[config.mk]
export PLATFORM = sky130hd
export DESIGN_NAME = barometric_pressure_compensation
export DESIGN_NICKNAME = d
export VERILOG_FILES = /design/src/rtl/bpc_pkg.sv /design/src/rtl/bpc_mul.sv /design/src/rtl/bpc_div.sv /design/src/rtl/bpc_ctrl.sv /design/src/rtl/bpc_dpath.sv /design/src/rtl/barometric_pressure_compensation.sv
export SDC_FILE = /design/constraint.sdc
export NUM_CORES = 2
export LEC_CHECK = 0
export ABC_CLOCK_PERIOD_IN_PS = 12760
export BUFFER_PORTS_ARGS = -buffer_cell sky130_fd_sc_hd__buf_2
export CAP_MARGIN = 40
export CELL_PAD_IN_SITES_DETAIL_PLACEMENT = 1
export CELL_PAD_IN_SITES_GLOBAL_PLACEMENT = 1
export CORE_ASPECT_RATIO = 1.25
export CORE_UTILIZATION = 55
export DETAILED_ROUTE_END_ITERATION = 10
export GPL_ROUTABILITY_DRIVEN = 0
export PLACE_DENSITY = 0.87
export SYNTH_ARGS = -nofsm -noshare
export SYNTH_HDL_FRONTEND = slang
export SYNTH_HIERARCHICAL = 1
export SYNTH_SLANG_ARGS = --single-unit
[constraint.sdc]
create_clock -name clk -period 12.76 [get_ports clk]
set_input_delay 0 -clock clk [delete_from_list [all_inputs] [get_ports clk]]
set_output_delay 0 -clock clk [all_outputs]
set_load 0.01 [all_outputs]
[src/rtl/bpc_pkg.sv]
// Shared types, constants and helpers for the barometric pressure compensation block.
`default_nettype none

package bpc_pkg;

	// Number of pressures averaged into the zero-altitude reference
	localparam int unsigned REF_SAMPLES_DEF = 16;

	// Configuration register indexes
	localparam int unsigned CFG_IDX_W = 3;
	localparam logic [CFG_IDX_W-1:0] CFG_AC1_AC2 = 3'd0;
	localparam logic [CFG_IDX_W-1:0] CFG_AC3_AC4 = 3'd1;
	localparam logic [CFG_IDX_W-1:0] CFG_AC5_AC6 = 3'd2;
	localparam logic [CFG_IDX_W-1:0] CFG_B1_B2   = 3'd3;
	localparam logic [CFG_IDX_W-1:0] CFG_MC_MD   = 3'd4;
	localparam logic [CFG_IDX_W-1:0] CFG_OSS     = 3'd5;

	// Datapath unit widths
	localparam int unsigned MUL_A_W   = 64;
	localparam int unsigned MUL_B_W   = 34;
	localparam int unsigned MUL_DIG_W = 16;
	localparam int unsigned DIV_W     = 32;

	// Compensation constants
	localparam logic signed [29:0] B6_OFFSET   = 30'sd4000;
	localparam logic [31:0]        B4_OFFSET   = 32'd32768;
	localparam logic [16:0]        B7_SCALE    = 17'd50000;
	localparam logic signed [33:0] P_SQ_COEF   = 34'sd3038;
	localparam logic signed [33:0] P_LIN_COEF  = -34'sd7357;
	localparam logic signed [63:0] P_OFFSET    = 64'sd3791;
	localparam logic signed [63:0] PA_MAX_WIDE = 64'sd262143;
	localparam logic [17:0]        PA_MAX      = 18'h3FFFF;

	typedef struct packed {
		logic [15:0] raw_temperature;
		logic [18:0] raw_pressure;
	} in_t;

	typedef struct packed {
		logic [17:0] pressure_pa;
		logic [17:0] zero_reference_pa;
		logic        reference_ready;
		logic        divide_fault;
	} out_t;

	// Compensation sequence, in execution order
	typedef enum logic [4:0] {
		S_X1T, S_DEN, S_X2, S_B6SQ, S_T1, S_T2, S_B3A, S_B3B, S_U1, S_U2, S_X3B,
		S_B4, S_B7, S_Q, S_Y1A, S_Y1B, S_Y2, S_Y3, S_FIN, S_ACC, S_REF
	} step_t;

	typedef enum logic [1:0] {
		UNIT_NONE,
		UNIT_MUL,
		UNIT_DIV
	} unit_t;

	typedef struct packed {
		logic  capture;
		logic  start;
		logic  wb;
		logic  fault;
		logic  push;
		step_t step;
	} dp_cmd_t;

	typedef struct packed {
		logic mul_done;
		logic div_done;
		logic den_zero;
		logic b4_zero;
		logic out_busy;
	} dp_stat_t;

	// Which shared unit a step runs on; the reference average uses a reciprocal multiply
	function automatic unit_t step_unit(input step_t s);
		unit_t u;
		unique case (s) inside
			S_DEN, S_B3A, S_B3B, S_X3B, S_Y3, S_FIN, S_ACC: u = UNIT_NONE;
			S_X2, S_Q:                                       u = UNIT_DIV;
			default:                                         u = UNIT_MUL;
		endcase
		return u;
	endfunction

	// Signed divide by 2^k, truncating toward zero
	function automatic logic signed [63:0] sdiv_p2(input logic signed [63:0] x,
		input int unsigned k);
		logic signed [63:0] bias;
		bias = x[63] ? ((64'sd1 <<< k) - 64'sd1) : 64'sd0;
		return (x + bias) >>> k;
	endfunction

endpackage

`default_nettype wire

[src/rtl/bpc_mul.sv]
// Multi-cycle signed multiplier: 16-bit digits of the wide operand per cycle.
`default_nettype none

module bpc_mul (
	input  wire logic                                 clk,
	input  wire logic                                 arst_n,
	input  wire logic                                 start,
	input  wire logic [bpc_pkg::MUL_A_W-1:0]          a,
	input  wire logic signed [bpc_pkg::MUL_B_W-1:0]   b,
	output logic signed [bpc_pkg::MUL_A_W-1:0]        prod,
	output logic                                      done
);
	import bpc_pkg::*;

	localparam int unsigned DIGITS = MUL_A_W / MUL_DIG_W;
	localparam int unsigned CNT_W  = $clog2(DIGITS);
	localparam int unsigned PP_W   = MUL_DIG_W + 1 + MUL_B_W;

	logic [MUL_A_W-1:0]        a_q;
	logic signed [MUL_B_W-1:0] b_q;
	logic signed [MUL_A_W-1:0] acc_q;
	logic [CNT_W-1:0]          cnt_q;
	logic                      busy_q;
	logic                      done_q;
	logic signed [PP_W-1:0]    pp;

	// Top digit first, so the running sum shifts by a fixed amount
	always_comb begin
		pp = $signed({1'b0, a_q[MUL_A_W-1 -: MUL_DIG_W]}) * b_q;
	end

	always_ff @(posedge clk or negedge arst_n) begin
		if (!arst_n) begin
			busy_q <= 1'b0;
			done_q <= 1'b0;
			cnt_q  <= '0;
		end else if (start) begin
			busy_q <= 1'b1;
			done_q <= 1'b0;
			cnt_q  <= '0;
		end else if (busy_q) begin
			cnt_q <= cnt_q + 1'b1;
			if (cnt_q == CNT_W'(DIGITS - 1)) begin
				busy_q <= 1'b0;
				done_q <= 1'b1;
			end
		end else begin
			done_q <= 1'b0;
		end
	end

	always_ff @(posedge clk) begin
		if (start) begin
			a_q   <= a;
			b_q   <= b;
			acc_q <= '0;
		end else if (busy_q) begin
			a_q   <= a_q << MUL_DIG_W;
			acc_q <= (acc_q <<< MUL_DIG_W) + MUL_A_W'(pp);
		end
	end

	assign prod = acc_q;
	assign done = done_q;

endmodule

`default_nettype wire

[src/rtl/bpc_div.sv]
// Radix-2 restoring unsigned divider, one quotient bit per cycle.
`default_nettype none

module bpc_div (
	input  wire logic                       clk,
	input  wire logic                       arst_n,
	input  wire logic                       start,
	input  wire logic [bpc_pkg::DIV_W-1:0]  num,
	input  wire logic [bpc_pkg::DIV_W-1:0]  den,
	output logic [bpc_pkg::DIV_W-1:0]       quo,
	output logic                            done
);
	import bpc_pkg::*;

	localparam int unsigned CNT_W = $clog2(DIV_W);

	logic [DIV_W-1:0] rem_q;
	logic [DIV_W-1:0] quo_q;
	logic [DIV_W-1:0] den_q;
	logic [CNT_W-1:0] cnt_q;
	logic             busy_q;
	logic             done_q;
	logic [DIV_W:0]   shifted;
	logic [DIV_W:0]   diff;
	logic             ge;

	// Trial subtract of the divisor from the shifted remainder
	always_comb begin
		shifted = {rem_q, quo_q[DIV_W-1]};
		diff    = shifted - {1'b0, den_q};
		ge      = !diff[DIV_W];
	end

	always_ff @(posedge clk or negedge arst_n) begin
		if (!arst_n) begin
			busy_q <= 1'b0;
			done_q <= 1'b0;
			cnt_q  <= '0;
		end else if (start) begin
			busy_q <= 1'b1;
			done_q <= 1'b0;
			cnt_q  <= '0;
		end else if (busy_q) begin
			cnt_q <= cnt_q + 1'b1;
			if (cnt_q == CNT_W'(DIV_W - 1)) begin
				busy_q <= 1'b0;
				done_q <= 1'b1;
			end
		end else begin
			done_q <= 1'b0;
		end
	end

	always_ff @(posedge clk) begin
		if (start) begin
			rem_q <= '0;
			quo_q <= num;
			den_q <= den;
		end else if (busy_q) begin
			rem_q <= ge ? diff[DIV_W-1:0] : shifted[DIV_W-1:0];
			quo_q <= {quo_q[DIV_W-2:0], ge};
		end
	end

	assign quo  = quo_q;
	assign done = done_q;

endmodule

`default_nettype wire

[src/rtl/bpc_ctrl.sv]
// Sequencer that walks the compensation steps and drives the datapath.
`default_nettype none

module bpc_ctrl (
	input  wire logic              clk,
	input  wire logic              arst_n,
	input  wire logic              in_valid,
	output logic                   in_ready,
	input  wire bpc_pkg::dp_stat_t stat,
	output bpc_pkg::dp_cmd_t       cmd
);
	import bpc_pkg::*;

	typedef enum logic [3:0] {
		ST_IDLE  = 4'b0001,
		ST_ISSUE = 4'b0010,
		ST_WAIT  = 4'b0100,
		ST_PUSH  = 4'b1000
	} state_t;

	state_t state_q, state_d;
	step_t  step_q, step_d;
	step_t  step_nx;
	unit_t  unit;
	logic   unit_done;
	logic   fault_hit;

	always_comb begin
		unit      = step_unit(step_q);
		step_nx   = step_t'(step_q + 5'd1);
		unit_done = (unit == UNIT_MUL && stat.mul_done) ||
			(unit == UNIT_DIV && stat.div_done);
		// A zero divisor ends the math early; the reference bookkeeping still runs
		fault_hit = (step_q == S_X2 && stat.den_zero) ||
			(step_q == S_Q && stat.b4_zero);

		state_d  = state_q;
		step_d   = step_q;
		cmd      = '0;
		cmd.step = step_q;

		unique case (state_q)
			ST_IDLE: begin
				if (in_valid) begin
					cmd.capture = 1'b1;
					step_d      = S_X1T;
					state_d     = ST_ISSUE;
				end
			end
			ST_ISSUE: begin
				if (fault_hit) begin
					cmd.fault = 1'b1;
					step_d    = S_ACC;
				end else if (unit == UNIT_NONE) begin
					cmd.wb = 1'b1;
					step_d = step_nx;
				end else begin
					cmd.start = 1'b1;
					state_d   = ST_WAIT;
				end
			end
			ST_WAIT: begin
				if (unit_done) begin
					cmd.wb = 1'b1;
					if (step_q == S_REF) begin
						state_d = ST_PUSH;
					end else begin
						step_d  = step_nx;
						state_d = ST_ISSUE;
					end
				end
			end
			ST_PUSH: begin
				if (!stat.out_busy) begin
					cmd.push = 1'b1;
					state_d  = ST_IDLE;
				end
			end
			default: state_d = ST_IDLE;
		endcase
	end

	always_ff @(posedge clk or negedge arst_n) begin
		if (!arst_n) begin
			state_q <= ST_IDLE;
			step_q  <= S_X1T;
		end else begin
			state_q <= state_d;
			step_q  <= step_d;
		end
	end

	assign in_ready = (state_q == ST_IDLE);

endmodule

`default_nettype wire

[src/rtl/bpc_dpath.sv]
// Datapath: calibration registers, working registers, shared multiplier and divider.
`default_nettype none

module bpc_dpath #(
	parameter int unsigned REF_SAMPLES = bpc_pkg::REF_SAMPLES_DEF
) (
	input  wire logic                              clk,
	input  wire logic                              arst_n,
	input  wire bpc_pkg::dp_cmd_t                  cmd,
	output bpc_pkg::dp_stat_t                      stat,
	input  wire bpc_pkg::in_t                      in_data,
	input  wire logic                              cfg_valid,
	input  wire logic [bpc_pkg::CFG_IDX_W-1:0]     cfg_index,
	input  wire logic [31:0]                       cfg_data,
	output logic                                   out_valid,
	input  wire logic                              out_ready,
	output bpc_pkg::out_t                          out_data
);
	import bpc_pkg::*;

	localparam int unsigned CNT_W = $clog2(REF_SAMPLES + 1);
	localparam int unsigned SUM_W = 18 + $clog2(REF_SAMPLES);
	localparam logic [CNT_W-1:0] REF_CNT = CNT_W'(REF_SAMPLES);
	// Exact floor(sum / REF_SAMPLES) as (sum * REF_RECIP) >> REF_SH for any sum below 2^SUM_W
	localparam int unsigned REF_SH = SUM_W + $clog2(REF_SAMPLES);
	localparam logic signed [MUL_B_W-1:0] REF_RECIP = MUL_B_W'(
		((64'd1 << REF_SH) + 64'(REF_SAMPLES) - 64'd1) / 64'(REF_SAMPLES));

	// Calibration and setting registers
	logic [31:0] cal_ac1_ac2_q, cal_ac3_ac4_q, cal_ac5_ac6_q, cal_b1_b2_q, cal_mc_md_q;
	logic [1:0]  oss_q;

	// Working registers
	logic [15:0]        ut_q;
	logic [18:0]        up_q;
	logic signed [17:0] x1t_q;
	logic signed [18:0] den_q;
	logic               neg_q;
	logic signed [29:0] b6_q;
	logic [47:0]        b6sq_q;
	logic signed [63:0] acc_q;
	logic [31:0]        b3_q;
	logic [16:0]        b4_q;
	logic [31:0]        b7_q;
	logic [31:0]        p_q;
	logic [17:0]        pa_q;
	logic               fault_q;

	// Reference state
	logic [SUM_W-1:0] sum_q;
	logic [CNT_W-1:0] cnt_q;
	logic [17:0]      ref_q;
	logic             out_valid_q;
	out_t             out_q;

	// Unit ports
	logic                      mul_start, div_start;
	logic [MUL_A_W-1:0]        mul_a;
	logic signed [MUL_B_W-1:0] mul_b;
	logic signed [MUL_A_W-1:0] mul_p;
	logic                      mul_done;
	logic [DIV_W-1:0]          div_num, div_den, div_q;
	logic                      div_done;

	// Calibration fields
	logic signed [15:0] ac1, ac2, ac3, b1, b2, mc, md;
	logic [15:0]        ac4, ac5, ac6;

	// Operand helpers
	logic signed [16:0] t_diff;
	logic signed [26:0] mc_sh;
	logic [26:0]        mc_mag;
	logic [18:0]        den_mag;
	logic [31:0]        x3_low;
	logic [31:0]        b7_a;
	logic [23:0]        p_hi;
	logic signed [29:0] x2_v;
	logic signed [63:0] fin_sum;
	logic               ref_full;

	always_comb begin
		ac1 = $signed(cal_ac1_ac2_q[31:16]);
		ac2 = $signed(cal_ac1_ac2_q[15:0]);
		ac3 = $signed(cal_ac3_ac4_q[31:16]);
		ac4 = cal_ac3_ac4_q[15:0];
		ac5 = cal_ac5_ac6_q[31:16];
		ac6 = cal_ac5_ac6_q[15:0];
		b1  = $signed(cal_b1_b2_q[31:16]);
		b2  = $signed(cal_b1_b2_q[15:0]);
		mc  = $signed(cal_mc_md_q[31:16]);
		md  = $signed(cal_mc_md_q[15:0]);
	end

	// Configuration writes
	always_ff @(posedge clk or negedge arst_n) begin
		if (!arst_n) begin
			cal_ac1_ac2_q <= '0;
			cal_ac3_ac4_q <= '0;
			cal_ac5_ac6_q <= '0;
			cal_b1_b2_q   <= '0;
			cal_mc_md_q   <= '0;
			oss_q         <= '0;
		end else if (cfg_valid) begin
			unique case (cfg_index)
				CFG_AC1_AC2: cal_ac1_ac2_q <= cfg_data;
				CFG_AC3_AC4: cal_ac3_ac4_q <= cfg_data;
				CFG_AC5_AC6: cal_ac5_ac6_q <= cfg_data;
				CFG_B1_B2:   cal_b1_b2_q   <= cfg_data;
				CFG_MC_MD:   cal_mc_md_q   <= cfg_data;
				CFG_OSS:     oss_q         <= cfg_data[1:0];
				default: ;
			endcase
		end
	end

	// Operand selection for the shared units
	always_comb begin
		t_diff  = $signed({1'b0, ut_q}) - $signed({1'b0, ac6});
		mc_sh   = {mc, 11'b0};
		mc_mag  = mc_sh[26] ? 27'(-mc_sh) : 27'(mc_sh);
		den_mag = den_q[18] ? 19'(-den_q) : 19'(den_q);
		x3_low  = acc_q[31:0] + B4_OFFSET;
		b7_a    = 32'(up_q) - b3_q;
		p_hi    = p_q[31:8];

		mul_a   = '0;
		mul_b   = '0;
		div_num = '0;
		div_den = '0;
		case (cmd.step)
			S_X1T: begin
				mul_a = MUL_A_W'(t_diff);
				mul_b = MUL_B_W'($signed({1'b0, ac5}));
			end
			S_B6SQ: begin
				mul_a = MUL_A_W'(b6_q);
				mul_b = MUL_B_W'(b6_q);
			end
			S_T1: begin
				mul_a = MUL_A_W'(b6sq_q);
				mul_b = MUL_B_W'(b2);
			end
			S_T2: begin
				mul_a = MUL_A_W'(b6_q);
				mul_b = MUL_B_W'(ac2);
			end
			S_U1: begin
				mul_a = MUL_A_W'(b6_q);
				mul_b = MUL_B_W'(ac3);
			end
			S_U2: begin
				mul_a = MUL_A_W'(b6sq_q);
				mul_b = MUL_B_W'(b1);
			end
			S_B4: begin
				mul_a = MUL_A_W'(x3_low);
				mul_b = MUL_B_W'($signed({1'b0, ac4}));
			end
			S_B7: begin
				mul_a = MUL_A_W'(b7_a);
				mul_b = MUL_B_W'($signed({1'b0, B7_SCALE >> oss_q}));
			end
			S_Y1A: begin
				mul_a = MUL_A_W'(p_hi);
				mul_b = MUL_B_W'($signed({1'b0, p_hi}));
			end
			S_Y1B: begin
				mul_a = acc_q;
				mul_b = P_SQ_COEF;
			end
			S_Y2: begin
				mul_a = MUL_A_W'(p_q);
				mul_b = P_LIN_COEF;
			end
			S_X2: begin
				div_num = DIV_W'(mc_mag);
				div_den = DIV_W'(den_mag);
			end
			S_Q: begin
				div_num = b7_q[31] ? b7_q : {b7_q[30:0], 1'b0};
				div_den = DIV_W'(b4_q);
			end
			S_REF: begin
				mul_a = MUL_A_W'(sum_q);
				mul_b = REF_RECIP;
			end
			default: ;
		endcase
	end

	assign mul_start = cmd.start && (step_unit(cmd.step) == UNIT_MUL);
	assign div_start = cmd.start && (step_unit(cmd.step) == UNIT_DIV);

	bpc_mul u_mul (
		.clk   (clk),
		.arst_n(arst_n),
		.start (mul_start),
		.a     (mul_a),
		.b     (mul_b),
		.prod  (mul_p),
		.done  (mul_done)
	);

	bpc_div u_div (
		.clk   (clk),
		.arst_n(arst_n),
		.start (div_start),
		.num   (div_num),
		.den   (div_den),
		.quo   (div_q),
		.done  (div_done)
	);

	// Writeback helpers
	always_comb begin
		x2_v    = neg_q ? -$signed(30'(div_q)) : $signed(30'(div_q));
		fin_sum = $signed(64'(p_q)) + acc_q;
	end

	// Working register writeback
	always_ff @(posedge clk) begin
		if (cmd.capture) begin
			ut_q    <= in_data.raw_temperature;
			up_q    <= in_data.raw_pressure;
			fault_q <= 1'b0;
		end
		if (div_start && cmd.step == S_X2) begin
			neg_q <= mc[15] ^ den_q[18];
		end
		if (cmd.fault) begin
			fault_q <= 1'b1;
			pa_q    <= '0;
		end
		if (cmd.wb) begin
			case (cmd.step)
				S_X1T:  x1t_q  <= 18'(sdiv_p2(mul_p, 15));
				S_DEN:  den_q  <= 19'(x1t_q) + 19'(md);
				S_X2:   b6_q   <= 30'(x1t_q) + x2_v - B6_OFFSET;
				S_B6SQ: b6sq_q <= mul_p[59:12];
				S_T1:   acc_q  <= sdiv_p2(mul_p, 11);
				S_T2:   acc_q  <= acc_q + sdiv_p2(mul_p, 11);
				S_B3A:  acc_q  <= (acc_q + (64'(ac1) <<< 2)) <<< oss_q;
				S_B3B:  b3_q   <= 32'(sdiv_p2(acc_q + 64'sd2, 2));
				S_U1:   acc_q  <= sdiv_p2(mul_p, 13);
				S_U2:   acc_q  <= acc_q + sdiv_p2(mul_p, 16);
				S_X3B:  acc_q  <= sdiv_p2(acc_q + 64'sd2, 2);
				S_B4:   b4_q   <= mul_p[31:15];
				S_B7:   b7_q   <= mul_p[31:0];
				S_Q:    p_q    <= b7_q[31] ? {div_q[30:0], 1'b0} : div_q;
				S_Y1A:  acc_q  <= mul_p;
				S_Y1B:  acc_q  <= sdiv_p2(mul_p, 16);
				S_Y2:   acc_q  <= acc_q + sdiv_p2(mul_p, 16);
				S_Y3:   acc_q  <= sdiv_p2(acc_q + P_OFFSET, 4);
				S_FIN: begin
					if (fin_sum < 64'sd0) begin
						pa_q <= '0;
					end else if (fin_sum > PA_MAX_WIDE) begin
						pa_q <= PA_MAX;
					end else begin
						pa_q <= fin_sum[17:0];
					end
				end
				default: ;
			endcase
		end
	end

	assign ref_full = (cnt_q == REF_CNT);

	// Reference average and output beat register
	always_ff @(posedge clk or negedge arst_n) begin
		if (!arst_n) begin
			sum_q       <= '0;
			cnt_q       <= '0;
			ref_q       <= '0;
			out_valid_q <= 1'b0;
		end else begin
			if (cmd.wb && cmd.step == S_ACC && !fault_q && cnt_q < REF_CNT) begin
				sum_q <= sum_q + SUM_W'(pa_q);
				cnt_q <= cnt_q + 1'b1;
			end
			// Sum is frozen once full, so redoing the quotient is harmless
			if (cmd.wb && cmd.step == S_REF && ref_full) begin
				ref_q <= mul_p[REF_SH +: 18];
			end
			if (cmd.push) begin
				out_valid_q <= 1'b1;
			end else if (out_ready) begin
				out_valid_q <= 1'b0;
			end
		end
	end

	always_ff @(posedge clk) begin
		if (cmd.push) begin
			out_q.pressure_pa       <= pa_q;
			out_q.zero_reference_pa <= ref_full ? ref_q : '0;
			out_q.reference_ready   <= ref_full;
			out_q.divide_fault      <= fault_q;
		end
	end

	always_comb begin
		stat.mul_done = mul_done;
		stat.div_done = div_done;
		stat.den_zero = (den_q == '0);
		stat.b4_zero  = (b4_q == '0);
		stat.out_busy = out_valid_q && !out_ready;
	end

	assign out_valid = out_valid_q;
	assign out_data  = out_q;

endmodule

`default_nettype wire

[src/rtl/barometric_pressure_compensation.sv]
// Top level of the barometric pressure compensation block.
//
//  Channel  Signals                                   Direction  Beat
//  in       in_valid / in_ready / in_data             sink       raw temperature and pressure
//  out      out_valid / out_ready / out_data          source     compensated pressure, reference
//  cfg      cfg_valid / cfg_ready / cfg_index, data   sink       one calibration register write
//
// One input beat is worked on at a time. Two divides (32 quotient bits plus issue and
// writeback) and twelve multiplies (four 16-bit digits plus issue and writeback) set
// the time per item; seven steps that use neither unit, the accept and the push add the rest.
// A divide fault skips the math. The finished beat sits in an output register, so a new
// input is taken while it waits; a push waits only on a stalled beat. cfg_ready is
// always high. Async reset.
`default_nettype none

module barometric_pressure_compensation #(
	parameter int unsigned REF_SAMPLES = bpc_pkg::REF_SAMPLES_DEF
) (
	input  wire logic                           clk,
	input  wire logic                           arst_n,
	input  wire logic                           in_valid,
	output logic                                in_ready,
	input  wire bpc_pkg::in_t                   in_data,
	output logic                                out_valid,
	input  wire logic                           out_ready,
	output bpc_pkg::out_t                       out_data,
	input  wire logic                           cfg_valid,
	output logic                                cfg_ready,
	input  wire logic [bpc_pkg::CFG_IDX_W-1:0]  cfg_index,
	input  wire logic [31:0]                    cfg_data
);
	import bpc_pkg::*;

	dp_cmd_t  cmd;
	dp_stat_t stat;

	assign cfg_ready = 1'b1;

	bpc_ctrl u_ctrl (
		.clk     (clk),
		.arst_n  (arst_n),
		.in_valid(in_valid),
		.in_ready(in_ready),
		.stat    (stat),
		.cmd     (cmd)
	);

	bpc_dpath #(
		.REF_SAMPLES(REF_SAMPLES)
	) u_dpath (
		.clk      (clk),
		.arst_n   (arst_n),
		.cmd      (cmd),
		.stat     (stat),
		.in_data  (in_data),
		.cfg_valid(cfg_valid),
		.cfg_index(cfg_index),
		.cfg_data (cfg_data),
		.out_valid(out_valid),
		.out_ready(out_ready),
		.out_data (out_data)
	);

endmodule

`default_nettype wire

==> qor.txt, run 1 <==
Error msg: [ERROR GRT-0116] Global routing finished with congestion. Check the congestion regions in the DRC Viewer.
Top post-synthesis cells by area: edfxtp_1 (18%), fa_1 (14%), ha_1 (7.2%)
Initial Util: 0.555
Yosys top cell by area: edfxtp_1
Num rows: 164
Cells after Synth: 9784
Max clock buf depth: 3
Async S/R FF share, synth: 0.262
GRT Util Overall: 0.644
Synth Area per Inst: 9.09 um2
Num CTS Buffers: 93
Die X: 362 um
Ports: 116
Die Height: 452 um
Library cells used by synthesis: 127
CTS H-tree depth: 3
Largest net degree at the start of global routing: 94
Clk root buf: clkbuf_16
Post-synth EDFFs: 528
CTS resizes: 0
Global-route wire length before repair: 760 mm
# port buffers: 114
Ys flop type: edfxtp_1
Most instantiated library cell after synthesis: inv_1
Register area share after synthesis: 0.268
Sink Count: 871
Ys Warns: 6
Mapped Area: 0.0890 mm2
FF+latch count, synth: 871
Status: aborted with a tool error
Stage reached: global routing (5_1_grt)
Detail Placement HPWL: 308 mm
Commonest cells in the netlist: inv_1 (1088), nand2_1 (859), fa_1 (638)
Overflow after GRT: 101
Via count of the first global-routing pass: 104000
Area share of the leading cell type in the synthesized netlist: 0.178
[what timing repair did]
item                                    CTS
endpoints found under the setup margin    0
hold buffers                            106
endpoints found under the hold margin   311
buffers inserted                          0
[metrics by stage]
step                      hold WS (ns)  cells  cell area (um2)   util  setup slack, ns
after floorplan                 -0.296   9796            89000      -             5.72
after global placement          0.0856  11800            92000  0.574             4.45
after detailed placement        0.0911  11800            92400  0.577             4.60
after CTS                      0.00336  12100            96800  0.604             4.46
[routing by layer]
layer  global-route usage  GRT overflow
met2                0.848            53
met3                0.470             2
met4                0.612            46
met1                0.630             0
met5                0.258             0
[cell families after synthesis]
kind of cell,count (synthesis),share of synthesized area
XOR/XNOR,682,0.0674
buffers and inverters,1603,0.0691
AO/OA/AOI/OAI,2104,0.161
other,2,0.0000844
adder cells (fa/ha/maj),1148,0.215
AND/OR/NAND/NOR,2930,0.165
multiplexers,444,0.0542
flip-flops,871,0.268
==> inputs of run 2 (changes only) <==
CELL_PAD_IN_SITES_DETAIL_PLACEMENT = not set   (was 1)
CELL_PAD_IN_SITES_GLOBAL_PLACEMENT = not set   (was 1)
CORE_ASPECT_RATIO = not set   (was 1.25)
CORE_UTILIZATION = 40   (was 55)
PLACE_DENSITY = not set   (was 0.87)
PLACE_DENSITY_LB_ADDON = 0.15   (was not set)
==> qor.txt, run 2 <==
Status: finished with violations
Failing checks: DRC
Max_slew headroom: 0.158
Area share of the leading cell type in the synthesized netlist: 0.178 (unchanged)
Yosys top cell by area: edfxtp_1
Post-layout minimum cycle time: 8.04 ns
CP endpoint kind: flop
Commonest non-fill, non-tap cell in the layout: inv_1
Worst EP required: 13.25 ns
Sink Count: 871 (unchanged)
Ports: 116 (unchanged)
Detail Placement HPWL: 285 mm (-7.3%)
Critical Path AT: 8.54 ns
Cells after Synth: 9784 (unchanged)
Number of remaining DRC errors: 39
Final Cycle Share: 0.630
Final Hold Viols: 0
CTS tree: done
Top post-synthesis cells by area: edfxtp_1 (18%), fa_1 (14%), ha_1 (7.2%)
Clk root buf: clkbuf_16
Critical Path Max Stage Delay: 0.62 ns
Slew at the pin with the worst max-slew slack: 1.26 ns
DRT iter0 DRCs: 10100
Async S/R FF share, synth: 0.262 (unchanged)
Clock latency on the worst-skew pair: 0.76 ns
# port buffers: 114 (unchanged)
Core area: 0.220 mm2
Hold Slack: 0.0678 ns
Cell family with most CP delay: compound AO/OA/AOI/OAI gates
Critical path type: flop to flop
Num CTS Buffers: 104 (+12%)
Maximum fanout along the worst path: 24
Slowest-stage cell, CP: a31oi_1
Num rows: 172 (+4.9%)
Clk slew on worst S/H paths: 0.07 ns
Register area share after synthesis: 0.268 (unchanged)
DRT antenna net count: 0
Library cells used by synthesis: 127 (unchanged)
Ys Warns: 6 (unchanged)
First-pass detailed-route iteration total: 11
Endpoints failing setup: 0
Die Area: 0.224 mm2
Die Height: 474 um (+4.9%)
Crit path launch type: flop
Via/cell ratio: 6.15
CTS H-tree depth: 3 (unchanged)
Fillers: 21600
Number of max-cap violations: 0
Skew final: 0.0976 ns
Mapped Area: 0.0890 mm2 (unchanged)
Ratio of cells with drive above 1 in the final layout: 0.0974
Final Slew Violations: 0
Ys flop type: edfxtp_1
RSZ-0062 raised after global routing: no
Synthesis-to-layout area growth: 10.8%
Via count of the first global-routing pass: 77000
Commonest cells after routing, fill and taps aside: inv_1 (1087), nand2_1 (858), fa_1 (638)
Setup TNS: 0 ns
Global-route wire length before repair: 536 mm
Commonest cells in the netlist: inv_1 (1088), nand2_1 (859), fa_1 (638)
Most instantiated library cell after synthesis: inv_1
CP bufs+invs: 1
Antenna violations before repair: 35
CTS resizes: 0 (unchanged)
Via count: 79600
Synth Area per Inst: 9.09 um2 (unchanged)
GRT Util Overall: 0.326
Max clock buf depth: 3 (unchanged)
Fmax: 124 MHz
Final wirelength: 371 mm
FF+latch count, synth: 871 (unchanged)
Initial Util: 0.404 (-0.151)
Final-stage net count: 11100
Largest net degree at the start of global routing: 100
Post-synth EDFFs: 528 (unchanged)
Routed len/inst: 28.7 um
Worst min path class: input port to flop
Die X: 474 um (+31%)
Overflow after GRT: 0
==> run 2: cell counts after synthesis <==
No cell type changed its count.
==> run 2: timing repair <==
action / CTS / global route
setup buffers: 0 / 0
endpoints found under the hold margin: 312 / 0
hold buffers: 123 / 0
==> run 2: per-stage QoR <==
stage                     area, um2  setup slack (ns)  cells   util
after CTS                     98400              4.97  12900  0.447
after global placement        93000              4.81  12600  0.422
after floorplan               89000              5.72   9796      -
final                         98500              4.72  12900  0.447
after global routing          98500              4.28  12900  0.447
after detailed placement      93500              4.95  12600  0.424
==> run 2: layout make-up <==
| type | count | area [um2] | area share |
|---|---|---|---|
| antenna | 18 | 45.0 | 0.000457 |
| clock buffer | 142 | 2980 | 0.0302 |
| clock inverter | 56 | 712 | 0.00723 |
| inverter | 1089 | 4090 | 0.0415 |
| multi-input combinational | 7322 | 59200 | 0.601 |
| sequential | 871 | 23900 | 0.242 |
| tap | 2958 | 3700 | 0.0376 |
| timing repair buffer | 485 | 3900 | 0.0396 |
==> run 2: kinds of logic after synthesis <==
| group | synth area share |
|---|---|
| fa+ha+maj | 0.215 |
| flops | 0.268 |
| other cells | 0.0000844 |
| simple gates | 0.165 |
| buf+inv | 0.0691 |
| mux | 0.0542 |
| compound gates | 0.161 |
| xor+xnor | 0.0674 |
==> run 2: worst paths after layout <==
| kind | end | from | cells after the start | slack [ns] |
|---|---|---|---|---|
| min | u_dpath/up_q[15]$_DFFE_PP_ | in_data[15] | 2 | 0.07 |
| min reg2reg | u_dpath/b4_q[8]$_DFFE_PP_ | u_dpath/u_mul/prod[23]$_SDFFE_PP0P_ | 0 | 0.45 |
| max reg2reg | u_dpath/acc_q[60]$_DFFE_PP_ | u_dpath/u_mul/prod[63]$_SDFFE_PP0P_ | 27 | 4.72 |
| max in group asynchronous | u_dpath/u_mul/busy_q$_DFF_PN0_ | arst_n | 6 | 10.92 |
| min in group asynchronous | u_dpath/cal_mc_md_q[29]$_DFFE_PN0P_ | arst_n | 3 | 0.21 |
| max | u_dpath/acc_q[60]$_DFFE_PP_ | u_dpath/u_mul/prod[63]$_SDFFE_PP0P_ | 27 | 4.72 |
==> run 2: per-layer routing <==
layer / up-vias / share of wire / track usage
met5: - / 0.00073 / 0
met4: 30 / 0.064 / 0.170
met3: 1168 / 0.12 / 0.0922
met2: 4690 / 0.42 / 0.485
met1: 39400 / 0.40 / 0.428
li1: 34300 / - / -
Power of run 2 is left out: the tool's default activity adds up to more than one toggle a clock period on the data nets, which glitch-free logic cannot reach.
